===== src/rtl/eaxe_pkg.sv =====
package eaxe_pkg;

  // Effective address kinds
  localparam logic [3:0] KIND_DREG     = 4'd0;
  localparam logic [3:0] KIND_AREG     = 4'd1;
  localparam logic [3:0] KIND_IND      = 4'd2;
  localparam logic [3:0] KIND_POSTINC  = 4'd3;
  localparam logic [3:0] KIND_PREDEC   = 4'd4;
  localparam logic [3:0] KIND_D16_AN   = 4'd5;
  localparam logic [3:0] KIND_BRIEF_AN = 4'd6;
  localparam logic [3:0] KIND_FULL_AN  = 4'd7;
  localparam logic [3:0] KIND_D16_PC   = 4'd8;
  localparam logic [3:0] KIND_BRIEF_PC = 4'd9;
  localparam logic [3:0] KIND_FULL_PC  = 4'd10;
  localparam logic [3:0] KIND_IMM_W    = 4'd11;
  localparam logic [3:0] KIND_IMM_L    = 4'd12;
  localparam logic [3:0] KIND_ABS_W    = 4'd13;
  localparam logic [3:0] KIND_ABS_L    = 4'd14;

  // Displacement size codes
  localparam logic [1:0] SIZE_ZERO = 2'd0;
  localparam logic [1:0] SIZE_NONE = 2'd1;
  localparam logic [1:0] SIZE_WORD = 2'd2;
  localparam logic [1:0] SIZE_LONG = 2'd3;

  // Status codes
  localparam logic [1:0] STATUS_OK    = 2'd0;
  localparam logic [1:0] STATUS_RANGE = 2'd1;
  localparam logic [1:0] STATUS_BD    = 2'd2;

  // Mode/register constants
  localparam logic [5:0] MR_D16_AN = 6'o50;
  localparam logic [5:0] MR_IDX_AN = 6'o60;
  localparam logic [5:0] MR_ABS_W  = 6'o70;
  localparam logic [5:0] MR_ABS_L  = 6'o71;
  localparam logic [5:0] MR_D16_PC = 6'o72;
  localparam logic [5:0] MR_IDX_PC = 6'o73;
  localparam logic [5:0] MR_IMM    = 6'o74;

  localparam int MAX_WORDS   = 5;
  localparam int CNT_W       = $clog2(MAX_WORDS + 1);
  localparam int QUEUE_DEPTH = 2;

  typedef struct packed {
    logic [5:0]                  mode_reg;
    logic [MAX_WORDS-1:0][15:0]  words;
    logic [CNT_W-1:0]            count;
    logic [1:0]                  status;
  } eaxe_desc_t;

  // True when a 32-bit value does not fit a signed word
  function automatic logic sword_bad(input logic [31:0] v);
    sword_bad = !((&v[31:15]) || !(|v[31:15]));
  endfunction

  // True when a 32-bit value does not fit a signed byte
  function automatic logic sbyte_bad(input logic [31:0] v);
    sbyte_bad = !((&v[31:7]) || !(|v[31:7]));
  endfunction

endpackage


===== src/rtl/eaxe_front.sv =====
module eaxe_front import eaxe_pkg::*; (
  input  logic [3:0]  ea_kind,
  input  logic [2:0]  base_reg,
  input  logic [3:0]  index_reg,
  input  logic        index_long,
  input  logic [1:0]  scale,
  input  logic [31:0] disp_value,
  input  logic [31:0] outer_disp,
  input  logic [1:0]  suppress,
  input  logic [1:0]  bd_size,
  input  logic [1:0]  od_size,
  input  logic        post_index,
  input  logic [31:0] ext_address,
  input  logic        range_check_enable,
  output eaxe_desc_t  desc
);

  logic        pc_rel;
  logic [31:0] disp_eff;
  logic [15:0] idx_part;
  logic [15:0] full_word;
  logic        pi_eff;
  logic [15:0] bdw [2];
  logic [15:0] odw [2];
  logic [2:0]  nb;
  logic [2:0]  no;
  logic [2:0]  rel;
  logic        range_bad;
  logic        bad_bd;

  // Rebase PC-relative displacements on the extension word address
  assign pc_rel   = (ea_kind == KIND_D16_PC) || (ea_kind == KIND_BRIEF_PC) ||
                    (ea_kind == KIND_FULL_PC);
  assign disp_eff = pc_rel ? (disp_value - ext_address) : disp_value;

  // Build the index and full-format words
  assign idx_part  = {index_reg, index_long, scale, 9'd0};
  assign pi_eff    = post_index & ~suppress[0];
  assign full_word = idx_part | 16'h0100 | {8'd0, suppress[1], suppress[0], bd_size,
                                            1'b0, pi_eff, od_size};

  // Split the base and outer displacements into words
  always_comb begin
    bdw[0] = (bd_size == SIZE_LONG) ? disp_eff[31:16] : disp_eff[15:0];
    bdw[1] = disp_eff[15:0];
    odw[0] = (od_size == SIZE_LONG) ? outer_disp[31:16] : outer_disp[15:0];
    odw[1] = outer_disp[15:0];
    nb = (bd_size == SIZE_WORD) ? 3'd1 : ((bd_size == SIZE_LONG) ? 3'd2 : 3'd0);
    no = (od_size == SIZE_WORD) ? 3'd1 : ((od_size == SIZE_LONG) ? 3'd2 : 3'd0);
  end

  // Classify the item, lay out its words and resolve its status
  always_comb begin
    desc.words = '0;
    desc.count = '0;
    range_bad  = 1'b0;
    bad_bd     = 1'b0;
    rel        = '0;
    unique case (ea_kind)
      KIND_DREG, KIND_AREG, KIND_IND, KIND_POSTINC, KIND_PREDEC:
        desc.mode_reg = {ea_kind[2:0], base_reg};
      KIND_D16_AN:   desc.mode_reg = MR_D16_AN | {3'd0, base_reg};
      KIND_BRIEF_AN,
      KIND_FULL_AN:  desc.mode_reg = MR_IDX_AN | {3'd0, base_reg};
      KIND_D16_PC:   desc.mode_reg = MR_D16_PC;
      KIND_BRIEF_PC,
      KIND_FULL_PC:  desc.mode_reg = MR_IDX_PC;
      KIND_IMM_W,
      KIND_IMM_L:    desc.mode_reg = MR_IMM;
      KIND_ABS_W:    desc.mode_reg = MR_ABS_W;
      KIND_ABS_L:    desc.mode_reg = MR_ABS_L;
      default:       desc.mode_reg = {3'd0, base_reg};
    endcase

    unique case (ea_kind)
      KIND_D16_AN, KIND_D16_PC, KIND_ABS_W: begin
        desc.words[0] = disp_eff[15:0];
        desc.count    = CNT_W'(1);
        range_bad     = sword_bad(disp_eff);
      end
      KIND_BRIEF_AN, KIND_BRIEF_PC: begin
        desc.words[0] = idx_part | {8'd0, disp_eff[7:0]};
        desc.count    = CNT_W'(1);
        range_bad     = sbyte_bad(disp_eff);
      end
      KIND_FULL_AN, KIND_FULL_PC: begin
        desc.words[0] = full_word;
        for (int i = 1; i < MAX_WORDS; i++) begin
          rel = 3'(i - 1);
          if (rel < nb) begin
            desc.words[i] = bdw[rel[0]];
          end else begin
            rel = rel - nb;
            desc.words[i] = odw[rel[0]];
          end
        end
        desc.count = CNT_W'(3'd1 + nb + no);
        range_bad  = ((bd_size == SIZE_WORD) && sword_bad(disp_eff)) ||
                     ((od_size == SIZE_WORD) && sword_bad(outer_disp));
        bad_bd     = (bd_size == SIZE_ZERO);
      end
      KIND_IMM_W: begin
        desc.words[0] = disp_eff[15:0];
        desc.count    = CNT_W'(1);
      end
      KIND_IMM_L, KIND_ABS_L: begin
        desc.words[0] = disp_eff[31:16];
        desc.words[1] = disp_eff[15:0];
        desc.count    = CNT_W'(2);
      end
      default: begin
        desc.count = '0;
      end
    endcase

    // Illegal size wins over a range violation
    priority if (bad_bd) begin
      desc.status = STATUS_BD;
    end else if (range_bad && range_check_enable) begin
      desc.status = STATUS_RANGE;
    end else begin
      desc.status = STATUS_OK;
    end
  end

endmodule


===== src/rtl/eaxe_queue.sv =====
module eaxe_queue import eaxe_pkg::*; #(
  parameter int Depth = QUEUE_DEPTH
) (
  input  logic       clk,
  input  logic       rst,
  input  logic       wr_en,
  input  eaxe_desc_t wr_data,
  output logic       full,
  input  logic       rd_en,
  output eaxe_desc_t rd_data,
  output logic       empty
);

  localparam int PtrW = (Depth > 1) ? $clog2(Depth) : 1;
  localparam int CntW = $clog2(Depth + 1);

  eaxe_desc_t        entries [Depth];
  logic [PtrW-1:0]   wr_ptr;
  logic [PtrW-1:0]   rd_ptr;
  logic [CntW-1:0]   fill;
  logic              do_wr;
  logic              do_rd;

  assign full    = (fill == CntW'(Depth));
  assign empty   = (fill == '0);
  assign do_wr   = wr_en && !full;
  assign do_rd   = rd_en && !empty;
  assign rd_data = entries[rd_ptr];

  // Store the incoming descriptor
  always_ff @(posedge clk) begin
    if (do_wr) begin
      entries[wr_ptr] <= wr_data;
    end
  end

  // Advance pointers and the fill count
  always_ff @(posedge clk) begin
    if (rst) begin
      wr_ptr <= '0;
      rd_ptr <= '0;
      fill   <= '0;
    end else begin
      if (do_wr) begin
        wr_ptr <= (wr_ptr == PtrW'(Depth - 1)) ? '0 : wr_ptr + 1'b1;
      end
      if (do_rd) begin
        rd_ptr <= (rd_ptr == PtrW'(Depth - 1)) ? '0 : rd_ptr + 1'b1;
      end
      if (do_wr && !do_rd) begin
        fill <= fill + 1'b1;
      end else if (do_rd && !do_wr) begin
        fill <= fill - 1'b1;
      end
    end
  end

endmodule


===== src/rtl/eaxe_back.sv =====
module eaxe_back import eaxe_pkg::*; (
  input  logic        clk,
  input  logic        rst,
  input  eaxe_desc_t  head,
  input  logic        head_empty,
  output logic        head_pop,
  output logic        empty,
  input  logic        pop,
  output logic [5:0]  mode_reg,
  output logic        word_valid,
  output logic [15:0] ext_word,
  output logic [1:0]  status,
  output logic        is_last
);

  logic [CNT_W-1:0] widx;
  logic [CNT_W-1:0] widx_next;
  logic [CNT_W-1:0] n_eff;
  logic             out_valid;
  logic             load;
  logic             last_now;

  // Step through the words of the head descriptor
  assign n_eff     = (head.count == '0) ? CNT_W'(1) : head.count;
  assign last_now  = (widx == n_eff - CNT_W'(1));
  assign load      = !head_empty && (!out_valid || pop);
  assign head_pop  = load && last_now;
  assign widx_next = last_now ? '0 : widx + 1'b1;
  assign empty     = !out_valid;

  // Hold control state
  always_ff @(posedge clk) begin
    if (rst) begin
      widx      <= '0;
      out_valid <= 1'b0;
    end else begin
      if (load) begin
        widx      <= widx_next;
        out_valid <= 1'b1;
      end else if (pop) begin
        out_valid <= 1'b0;
      end
    end
  end

  // Load the output word register
  always_ff @(posedge clk) begin
    if (load) begin
      mode_reg   <= head.mode_reg;
      word_valid <= (head.count != '0);
      ext_word   <= (head.count != '0) ? head.words[widx] : 16'd0;
      status     <= head.status;
      is_last    <= last_now;
    end
  end

endmodule


===== src/rtl/effective_address_extension_encoder_unit.sv =====
// Path: an address is written into the descriptor queue, then loaded into the output word register.
// Throughput: one result per cycle while a descriptor is queued and results are popped; an address
// gives max(1, words) results from the single output word register stepping through the queued words (up to five).
// Input transfers continue while the two-entry descriptor queue has room.
// Reset (synchronous): empties the queue and output, range_check_enable goes to 1.
module effective_address_extension_encoder_unit import eaxe_pkg::*; #(
  parameter int QueueDepth = QUEUE_DEPTH
) (
  input  logic        clk,
  input  logic        rst,
  input  logic        cfg_valid,
  output logic        cfg_ready,
  input  logic        cfg_data,
  input  logic        push,
  output logic        full,
  input  logic [3:0]  ea_kind,
  input  logic [2:0]  base_reg,
  input  logic [3:0]  index_reg,
  input  logic        index_long,
  input  logic [1:0]  scale,
  input  logic [31:0] disp_value,
  input  logic [31:0] outer_disp,
  input  logic [1:0]  suppress,
  input  logic [1:0]  bd_size,
  input  logic [1:0]  od_size,
  input  logic        post_index,
  input  logic [31:0] ext_address,
  output logic        empty,
  input  logic        pop,
  output logic [5:0]  mode_reg,
  output logic        word_valid,
  output logic [15:0] ext_word,
  output logic [1:0]  status,
  output logic        is_last
);

  logic       range_check_enable;
  eaxe_desc_t front_desc;
  eaxe_desc_t head;
  logic       head_empty;
  logic       head_pop;

  // Hold the range check register
  assign cfg_ready = 1'b1;
  always_ff @(posedge clk) begin
    if (rst) begin
      range_check_enable <= 1'b1;
    end else if (cfg_valid && cfg_ready) begin
      range_check_enable <= cfg_data;
    end
  end

  eaxe_front u_front (
    .ea_kind            (ea_kind),
    .base_reg           (base_reg),
    .index_reg          (index_reg),
    .index_long         (index_long),
    .scale              (scale),
    .disp_value         (disp_value),
    .outer_disp         (outer_disp),
    .suppress           (suppress),
    .bd_size            (bd_size),
    .od_size            (od_size),
    .post_index         (post_index),
    .ext_address        (ext_address),
    .range_check_enable (range_check_enable),
    .desc               (front_desc)
  );

  eaxe_queue #(
    .Depth (QueueDepth)
  ) u_queue (
    .clk     (clk),
    .rst     (rst),
    .wr_en   (push),
    .wr_data (front_desc),
    .full    (full),
    .rd_en   (head_pop),
    .rd_data (head),
    .empty   (head_empty)
  );

  eaxe_back u_back (
    .clk        (clk),
    .rst        (rst),
    .head       (head),
    .head_empty (head_empty),
    .head_pop   (head_pop),
    .empty      (empty),
    .pop        (pop),
    .mode_reg   (mode_reg),
    .word_valid (word_valid),
    .ext_word   (ext_word),
    .status     (status),
    .is_last    (is_last)
  );

endmodule

===== config.mk =====
export PLATFORM = sky130hd
export DESIGN_NAME = effective_address_extension_encoder_unit
export DESIGN_NICKNAME = d
export VERILOG_FILES = /design/src/rtl/eaxe_pkg.sv /design/src/rtl/eaxe_front.sv /design/src/rtl/eaxe_queue.sv /design/src/rtl/eaxe_back.sv /design/src/rtl/effective_address_extension_encoder_unit.sv
export SDC_FILE = /design/constraint.sdc
export NUM_CORES = 1
export LEC_CHECK = 0
export ABC_CLOCK_PERIOD_IN_PS = 4300
export BUFFER_PORTS_ARGS = -buffer_cell sky130_fd_sc_hd__buf_2
export CAP_MARGIN = 20
export CORE_MARGIN = 3
export CORE_UTILIZATION = 30
export DETAILED_ROUTE_END_ITERATION = 8
export PLACE_DENSITY = 0.46
export RECOVER_POWER = 25
export SLEW_MARGIN = 10
export SYNTH_ARGS = -nofsm -noshare
export SYNTH_HDL_FRONTEND = slang
export SYNTH_HIERARCHICAL = 1
export SYNTH_SLANG_ARGS = --single-unit

===== constraint.sdc =====
create_clock -name clk -period 4.3 [get_ports clk]
set_input_delay 0.215 -clock clk [delete_from_list [all_inputs] [get_ports clk]]
set_output_delay 0.215 -clock clk [all_outputs]
set_load 0.05 [all_outputs]

## Word level (Yosys, flattened, before mapping)

Memories as Yosys holds them, arrays and structs flattened. A register that Yosys moved wholly into a read port is not among the register bits.
Cells that the tools add are included.
Widths: inputs -> output; s select.

| cells by class | value |
|---|---|
| shift operators | 0 |
| reductions and logical operators | 50 |
| divide/modulo/power cells | 0 |
| multiply operators | 0 |
| $lt $le $gt $ge | 9 |
| mux-type cells | 46 |
| equal/unequal tests | 20 |
| $add $sub $neg | 13 |
| bitwise gates (word level) | 8 |

Operators with widths:

| cell | number |
|---|---|
| $mux 16 | 19 |
| $pmux 16 s4 | 1 |
| $bmux 16 s3 | 1 |
| $mux 48 | 1 |
| $pmux 6 s8 | 1 |
| $reduce_and 17->1 | 2 |
| $reduce_or 17->1 | 2 |
| $mux 32 | 1 |
| $or 16x8->16 | 2 |
| $pmux 16 s2 | 1 |
| $sub 32x32->32 | 1 |
| $eq 4x4->1 const B | 7 |
| $reduce_and 25->1 | 1 |
| $reduce_or 25->1 | 1 |
| $eq 4x3->1 const B | 4 |
| $mux 2 | 6 |
| $reduce_or 2->1 | 6 |
| $logic_not 1->1 | 11 |
| $eq 2x2->1 const B | 5 |
| $mux 1 | 10 |
| $logic_and 1x1->1 | 9 |
| $mux 3 | 3 |
| $pmux 3 s3 | 1 |
| $eq 4x2->1 const B | 2 |
| 28 further kinds | 48 |

| storage, ports and cells | value |
|---|---|
| input port bits | 123 |
| register bits after elaboration | 35 |
| latch bits | 0 |
| memories kept | 1 |
| memory bits (read-only) | 0 |
| RAM bits | 182 |

Memory list:

| name | depth | width | rd ports | clocked after Yosys merged registers in | write ports | RTL line | text |
|---|---|---|---|---|---|---|---|
| u_queue.entries | 2 | 91 | 1 | 1 | 1 | eaxe_queue.sv:17 | `eaxe_desc_t entries [Depth];` |

## Depth between registers and ports, before layout

Gate-level depths: netlist of the first run.

| logic depth | value |
|---|---|
| depth in word-level cells | 14 |
| mapped depth | 15 |

## Modules after synthesis

Netlist of the first run, hierarchy kept.

Modules (own cells, without submodules):

| module | cells each | seq. area each (um^2) | instances | area an instance (um^2) |
|---|---|---|---|---|
| eaxe_queue | 308 | 5,565.3 | 1 | 6,780.3 |
| eaxe_front | 721 | 0.0 | 1 | 4,396.7 |
| eaxe_back | 117 | 860.8 | 1 | 1,727.9 |
| effective_address_extension_encoder_unit | 5 | 20.0 | 1 | 46.3 |

## Worst setup path after synthesis of the first run

Ideal clock, no wire load.

| timing | value |
|---|---|
| kind | register to register |
| from | register u_queue.fill[1] |
| to | memory u_queue/entries[1][0] (netlist name) (enable) |
| stages on the path, launching flop included | 4 |
| buffers on the path | 0 |
| arrival | 2.858 ns |
| setup slack | 0.982 ns |
| setup time | 0.460 ns |
| period minus slack after synthesis | 3.318 ns |
| cell sequence | dfxtp_1 -> nor2b_2 -> nor2_1 -> and2_1 |

| between the ends | value |
|---|---|
| cells in the longest elaborated chain, start to end | 5 |

Ends and longest elaborated chain:

| element | RTL line | text |
|---|---|---|
| start, declared | eaxe_queue.sv:20 | `logic [CntW-1:0] fill;` |
| start signal, assigned | eaxe_queue.sv:51 | `fill <= fill + 1'b1;` |
| start signal, assigned | eaxe_queue.sv:53 | `fill <= fill - 1'b1;` |
| $eq 2x2->1 | eaxe_queue.sv:24 | `assign full = (fill == CntW'(Depth));` |
| net full | effective_address_extension_encoder_unit.sv:15 | `output logic full,` |
| $logic_not 1->1 | eaxe_queue.sv:26 | `assign do_wr = wr_en && !full;` |
| $logic_and 1x1->1 | eaxe_queue.sv:26 |  |
| net u_queue.do_wr | eaxe_queue.sv:21 | `logic do_wr;` |
| $mux 1 | eaxe_queue.sv:32 | `if (do_wr) begin` |
| $mux 1 (not written as such) | eaxe_queue.sv:33 | `entries[wr_ptr] <= wr_data;` |
| end, declared | eaxe_queue.sv:17 |  |

The timed path passes the listed nets, and every way through them passes these cells.

==> metrics.txt, run 1 <==
outcome complete, but fails checks; violations in the final reports max-capacitance violations, max-slew violations; Num CTS Buffers 24; Initial Utilization a little under a third; final instance area around 0.015 mm²; reg2reg setup slack roughly 590 ps; min Tclk post-route between 3000 and 4000 ps; DP Area around 0.014 mm²; hpwl dp about 31 mm; worst path cell trace mux2_2 -> nor2_1 -> nor2_1 -> ha_1 -> xnor2_1 -> xnor2_1 -> nor4_4 -> and2_1 -> o21ai_0 -> ha_1 -> or3_1 -> a21oi_1; CP top delay family simple AND/OR/NAND/NOR gates; GR Overflow Total 0; RSZ-0062 raised after global routing false; Yosys reg bits between 200 and 250; Synth Flop Type edfxtp_1; row cnt 75; placed insts 1,847; Synth Area in Compound Gates between 10% and 20%; PostCTS Resize Cnt 0; Clock Sinks 218; wire per inst 21.5 µm; Core ar. roughly 0.042 mm²; worst slew pin tran between 2000 and 2500 ps; Worst setup EP type flip-flop; Syn Area/Cell approximately 11 µm²; Simple-Gate Fraction of Synth Area a little over an eighth; CTS H-tree lvls 1; CTS Root Buffer Type clkbuf_16; nets@finish between 1,000 and 1,500; number of synthesized flops with an enable pin around 210; mux contribution to synthesized area between 10 and 15%; Worst-Skew Late Latency around 500 ps; diodes inserted 0; number of flip-flops in the largest register 182; WP buf/inv 0; Yosys warning count 6; die area around 0.046 mm²; pin count of the biggest net entering global routing 57; largest family of logic cells by synthesized area multiplexers; Synth Area in Adders approximately 3.7%; Final Cycle Share a little under nine tenths; IO Pins around 150; slowest stage delay, CP 880 ps; DR vias/cell 5.20; DRC 0; Slowest-stage cell, CP dfxtp_1; area growth from synthesis to layout 17.5%; initial antenna violation count 2; WP data required approximately 4700 ps; Pwr per Cell Area slightly below 500 mW/mm²; crit path kind flip-flop to flip-flop; die height about 210 µm; initial DRC count 801; Worst Hold Class primary input to flip-flop; clk_skew just over 10 ps; Worst Path Arrival between 4000 and 5000 ps; DR vias 9,855; Max-Slew Margin vs Limit -40.1%; fmax between 0.2 and 0.3 GHz; gr usage total between 10% and 20%; Die Wd 214 µm; CTS tree yes; Final Max Tran Viols 33; Max-Cap Viols 1; ANT nets after route 0; Post-Route Setup TNS 0 ps; mapped cell area approximately 0.013 mm²; DR pass1 iterations 5; VDD IR max about 0.26 mV; clk slew on worst S/H paths 60 ps; syn_nets roughly 1,300; layout cells sized above 1 between 20% and 30%; first-pass GRT wire length approximately 60 mm; xor/xnor share of the synthesized area 1.68%; Setup crit start kind flip-flop; PortBufs 150; FFs w/ async S/R, synth 0%; drt total wl 40.7 mm; non-filler cells, final around 1,900; Synth cell types between 80 and 90; # setup viols final 0; Hold Violations, Final 0; vias in the first global route approximately 9,600; final RePlAce weighted congestion 0.879; CP Max Fanout 17; maximum clock insertion buffer count 3; Gate Count Post-Synth roughly 1,200; register area share after synthesis roughly half; Leakage Power approximately 0.0058 µW; final core utilization a little over a third
-- worst paths after layout --
kind	start	endpoint	cells after the start
max	flip-flop	u_queue/fill[1]	12
min	base_reg[1]	u_queue/entries[0][86]	3
max reg2reg	flip-flop	u_queue/fill[1]	12
min reg2reg	u_back/out_valid	u_back/out_valid	2
-- kinds of logic after synthesis --
group / Yosys count
AOI/OAI and AO/OA: 249
adders and majority gates: 37
other: 1
muxes: 148
DFF: 218
xor gates and xnor gates: 24
buffers and inverters: 116
and+or+nand+nor: 358
-- cells in the mapped netlist (all sizes together) (5+ instances only) --
| cell | instances | share of area (%) |
|---|---|---|
| a221o | 6 | 0.46 |
| inv | 50 | 1.4 |
| a21o | 13 | 0.75 |
| o22ai | 11 | 0.53 |
| and2 | 13 | 0.65 |
| nor2b | 12 | 0.60 |
| dfxtp | 10 | 1.5 |
| nor3 | 25 | 1.1 |
| and3 | 16 | 0.77 |
| mux4 | 16 | 3.0 |
| a22oi | 20 | 1.2 |
| nor2 | 121 | 3.5 |
| nor4 | 9 | 0.60 |
| o21ai | 59 | 2.3 |
| nand2b | 9 | 0.43 |
| a21oi | 45 | 1.8 |
| a31oi | 5 | 0.24 |
| clkbuf | 38 | 1.1 |
| nand4 | 15 | 0.72 |
| xor2 | 12 | 0.87 |
| mux2 | 91 | 7.9 |
| or3 | 6 | 0.29 |
| a22o | 5 | 0.34 |
| nand3 | 19 | 0.73 |
| o211ai | 12 | 0.70 |
| a211oi | 11 | 0.64 |
| o221ai | 6 | 0.41 |
| xnor2 | 12 | 0.81 |
| buf | 27 | 1.4 |
| edfxtp | 208 | 48 |
| nand2 | 92 | 2.7 |
| or2 | 5 | 0.24 |
| o21a | 11 | 0.70 |
| mux2i | 41 | 3.2 |
| ha | 35 | 3.4 |
| a21boi | 7 | 0.41 |
-- power breakdown --
group / internal, µW / switching, µW / leakage [µW]
Combinational: 744 / 1550 / 0.00329
Clock: 1310 / 813 / 0.000411
Sequential: 2850 / 104 / 0.00208
-- layer usage --
| metal | part of all wire, % | track usage [%] |
|---|---|---|
| met2 | 45 | 27.6 |
| met3 | 6.2 | 2.44 |
| met1 | 47 | 25.9 |
| met4 | 1.2 | 2.64 |
| met5 | 0.076 | 0 |
-- cells in the final DEF (no fill, tap or decap), types with 7 or more instances in the layout --
cell | synthesis | routed
a211oi_1 | 11 | 11
a21boi_0 | 7 | 7
a21o_1 | 13 | 13
a21oi_1 | 44 | 44
a22oi_1 | 19 | 19
and2_1 | 11 | 10
and3_1 | 16 | 16
buf_2 | 11 | 119
buf_4 | 11 | 28
clkbuf_1 | 37 | 36
clkbuf_16 | 0 | 25
clkinv_2 | 0 | 8
dfxtp_1 | 10 | 10
edfxtp_1 | 208 | 208
ha_1 | 35 | 35
inv_1 | 49 | 48
mux2_2 | 91 | 90
mux2i_1 | 41 | 41
mux4_1 | 8 | 8
mux4_2 | 8 | 8
nand2_1 | 92 | 92
nand2b_1 | 9 | 9
nand3_1 | 19 | 19
nand4_1 | 15 | 15
nor2_1 | 121 | 121
nor2b_1 | 11 | 10
nor3_1 | 23 | 23
nor4_1 | 7 | 7
o211ai_1 | 12 | 12
o21a_1 | 10 | 10
o21ai_0 | 57 | 57
o22ai_1 | 11 | 11
xnor2_1 | 12 | 12
xor2_1 | 11 | 11
-- through the flow --
stage                     power, µW  hold slack [ps]  setup WS (ps)
final                          7370             53.7            593
after CTS                      7490             28.0            944
after global placement         5340              423            516
after detailed placement       5340              423            430
after global routing           7740             57.2            350
after floorplan                4640              284            982
-- timing repair --
action / CTS / global route
endpoints found under the hold margin: 2 / 0
setup buffers: 0 / 0
hold buffers: 3 / 0
-- layout make-up --
| class | count | area (µm²) |
|---|---|---|
| fill | 4245 | 27100 |
| clock buffer | 31 | 688 |
| inverter | 51 | 193 |
| sequential | 218 | 6450 |
| timing repair buffer | 188 | 1030 |
| multi-input combinational | 817 | 6000 |
| tap | 577 | 722 |
| clock inverter | 13 | 144 |
-- worst register-to-register path, cell delays in order (launching register included) --
cell	delay, ps
dfxtp_1	880
mux2_2	470
nor2_1	190
nor2_1	70
ha_1	210
xnor2_1	130
xnor2_1	160
nor4_4	380
and2_1	180
o21ai_0	130
ha_1	340
or3_1	360
a21oi_1	140
(Power assumes the default switching activity.)
==> run 2, diff against run 1 <==
- ABC_CLOCK_PERIOD_IN_PS: 4300 -> 4400
- clock period: 4.3 -> 4.4 ns (I/O delays scaled with it)
==> run 2 against run 1 <==
Effect of this change: the flow still finishes with violations (max-capacitance violations, max-slew violations); first-iteration DRC count increased by 1.1%; worst setup slack better by 220 ps; power is 2.9% lower; via count increased by 0.27%; worst hold slack lost 16 ps; count of clock-buffer cells in the layout increased by 1; critical path depth down 4; critical endpoint is now u_queue/entries[0][22]; largest cell class unchanged.
==> metrics.txt, run 2 (synthesis results as in run 1) <==
Crit. Startpoint bd_size[0]; Worst Path Arrival 3890 ps (-260 ps); most common cell after layout, fill and taps aside edfxtp_1; initial antenna violation count 2 (unchanged); wire per inst 21.6 µm (+0.81%); crit path kind primary input to flip-flop; DRC 0 (unchanged); clk_skew 10.2 ps (-0.154 ps); first-pass GRT wire length 60.9 mm (+0.65%); die area 0.0457 mm² (unchanged); Initial Utilization 30.6% (unchanged); worst r2r dst u_back/ext_word[15]; IO Pins 152 (unchanged); Hold Buf Count CTS 3 (unchanged); violations in the final reports max-capacitance violations, max-slew violations; outcome complete, but fails checks; DP Worst Slack 536 ps (+106 ps); Final Cycle Share 81.4%; slowest stage delay, CP 900 ps (+20 ps); nets@finish 1,461 (+0.068%); Worst-Skew Late Latency 520 ps (+20 ps); reg2reg setup slack 1070 ps (+480 ps); row cnt 75 (unchanged); diodes inserted 0 (unchanged); CTS H-tree lvls 1 (unchanged); final RePlAce weighted congestion 0.882 (+0.36%); worst slew pin tran 2130 ps (+24.6 ps); Filler Cell Count 4,239 (-0.14%); VDD IR max 0.215 mV (-16%); DR vias/cell 5.21 (+0.22%); Slowest-stage cell, CP nor2b_1; worst path cell trace clkbuf_1 -> nor2b_1 -> nor2b_1 -> clkbuf_1 -> mux2i_1 -> nor2_1 -> o22ai_1 -> a21oi_1; WP buf/inv 2 (+2); PortBufs 150 (unchanged); Worst setup EP type flip-flop; # setup viols final 0 (unchanged); drt total wl 41.0 mm (+0.86%); hpwl dp 30.8 mm (+0.82%); fmax 0.279 GHz; maximum clock insertion buffer count 3 (unchanged); postcts setup bufs 0 (unchanged); CTS tree yes; Worst Reg-to-Reg Cells 6 (-6); CTS Root Buffer Type clkbuf_16; clk slew on worst S/H paths 60 ps (about the same); initial DRC count 810 (+1.1%); Worst Hold Class primary input to flip-flop; DR pass1 iterations 5 (unchanged); die height 214 µm (unchanged); most frequent cells in the layout edfxtp_1 (208), nor2_1 (121), buf_2 (119); Crit path depth 8 (-4); number of flip-flops in the largest register 182 (unchanged); CP Max Fanout 23 (+6); Max-Slew Margin vs Limit -41.7% (-1.6 points); layout cells sized above 1 23.1% (-0.55 points); Leakage Power 0.00574 µW (-0.66%); GR Overflow Total 0 (unchanged); WP data required 4700 ps (-40 ps); Setup crit start kind primary input; area growth from synthesis to layout 17.0%; Pwr per Cell Area 472 mW/mm² (-2.4%); Worst Setup EP u_queue/entries[0][22]; Post-Route Setup TNS 0 ps (unchanged); Max-Cap Viols 1 (unchanged); gr usage total 17.6% (+0.24 points); Die Wd 214 µm (unchanged); final core utilization 35.8% (-0.18 points); Worst Slack Setup Final 817 ps (+225 ps); Num CTS Buffers 24 (unchanged); CP top delay family simple AND/OR/NAND/NOR gates; Hold Violations, Final 0 (unchanged); Clock Sinks 218 (unchanged); ANT nets after route 0 (unchanged); vias in the first global route 9,670 (+0.49%); PostCTS Resize Cnt 0 (unchanged); DR vias 9,882 (+0.27%); min Tclk post-route 3580 ps; DP Area 0.0144 mm² (about the same); RSZ-0062 raised after global routing false; Final Max Tran Viols 33 (unchanged); pin count of the biggest net entering global routing 60 (+5.3%); final instance area 0.0151 mm² (-0.49%); Core ar. 0.0423 mm² (unchanged)
-- run 2: cell types whose count changed in the layout (fill, tap and decap cells not counted), sizes merged --
cell / delta
clkinvlp: -2
clkinv: +1
clkbuf: +2
-- run 2: worst min-delay path: stages --
cell	delay [ps]
buf_2	80
nand2_1	60
nand2_1	80
-- run 2: worst min-delay path by stage --
stage | from | to | slack (ps) | depth (start not counted)
global placement | cfg_data | range_check_enable | 430 | 2
finish | base_reg[1] | u_queue/entries[0][86] | 40 | 3
floorplan | rst | u_back/widx[2] | 290 | 1
detailed placement | cfg_data | range_check_enable | 430 | 2
CTS | base_reg[1] | u_queue/entries[0][86] | 10 | 3
global route | base_reg[1] | u_queue/entries[0][86] | 40 | 3
-- run 2: final cells by class --
| class | count | area, µm² | area share [%] |
|---|---|---|---|
| well taps | 577 | 722 | 4.77 |
| inverters | 51 | 193 | 1.27 |
| clock inverters | 12 | 133 | 0.876 |
| flip-flops and latches | 218 | 6450 | 42.6 |
| repair buffers | 189 | 1010 | 6.64 |
| clock buffers | 32 | 652 | 4.30 |
| multi-input cells | 817 | 6000 | 39.6 |
-- run 2: metrics by stage --
stage / total power (µW) / hold slack, ps / cells
detailed placement: 5230 / 429 / 1849
floorplan: 4540 / 289 / 1151
finish: 7150 / 37.4 / 1896
global route: 7520 / 37.4 / 1896
CTS: 7270 / 12.1 / 1896
global placement: 5210 / 426 / 1849
-- run 2: metal layers --
layer | vias to the layer above | global-route usage [%] | wire [µm]
met3 | 29 | 2.50 | 2710
met4 | 4 | 2.99 | 384
met2 | 319 | 28.3 | 18700
li1 | 4684 | - | -
met1 | 4846 | 25.9 | 19200
met5 | - | 0 | 24
-- run 2: report_power, final --
| group | switching [µW] | internal (µW) |
|---|---|---|
| sequential | 94.9 | 2780 |
| combinational | 1530 | 726 |
| clock | 804 | 1210 |
| total | 2430 | 4730 |
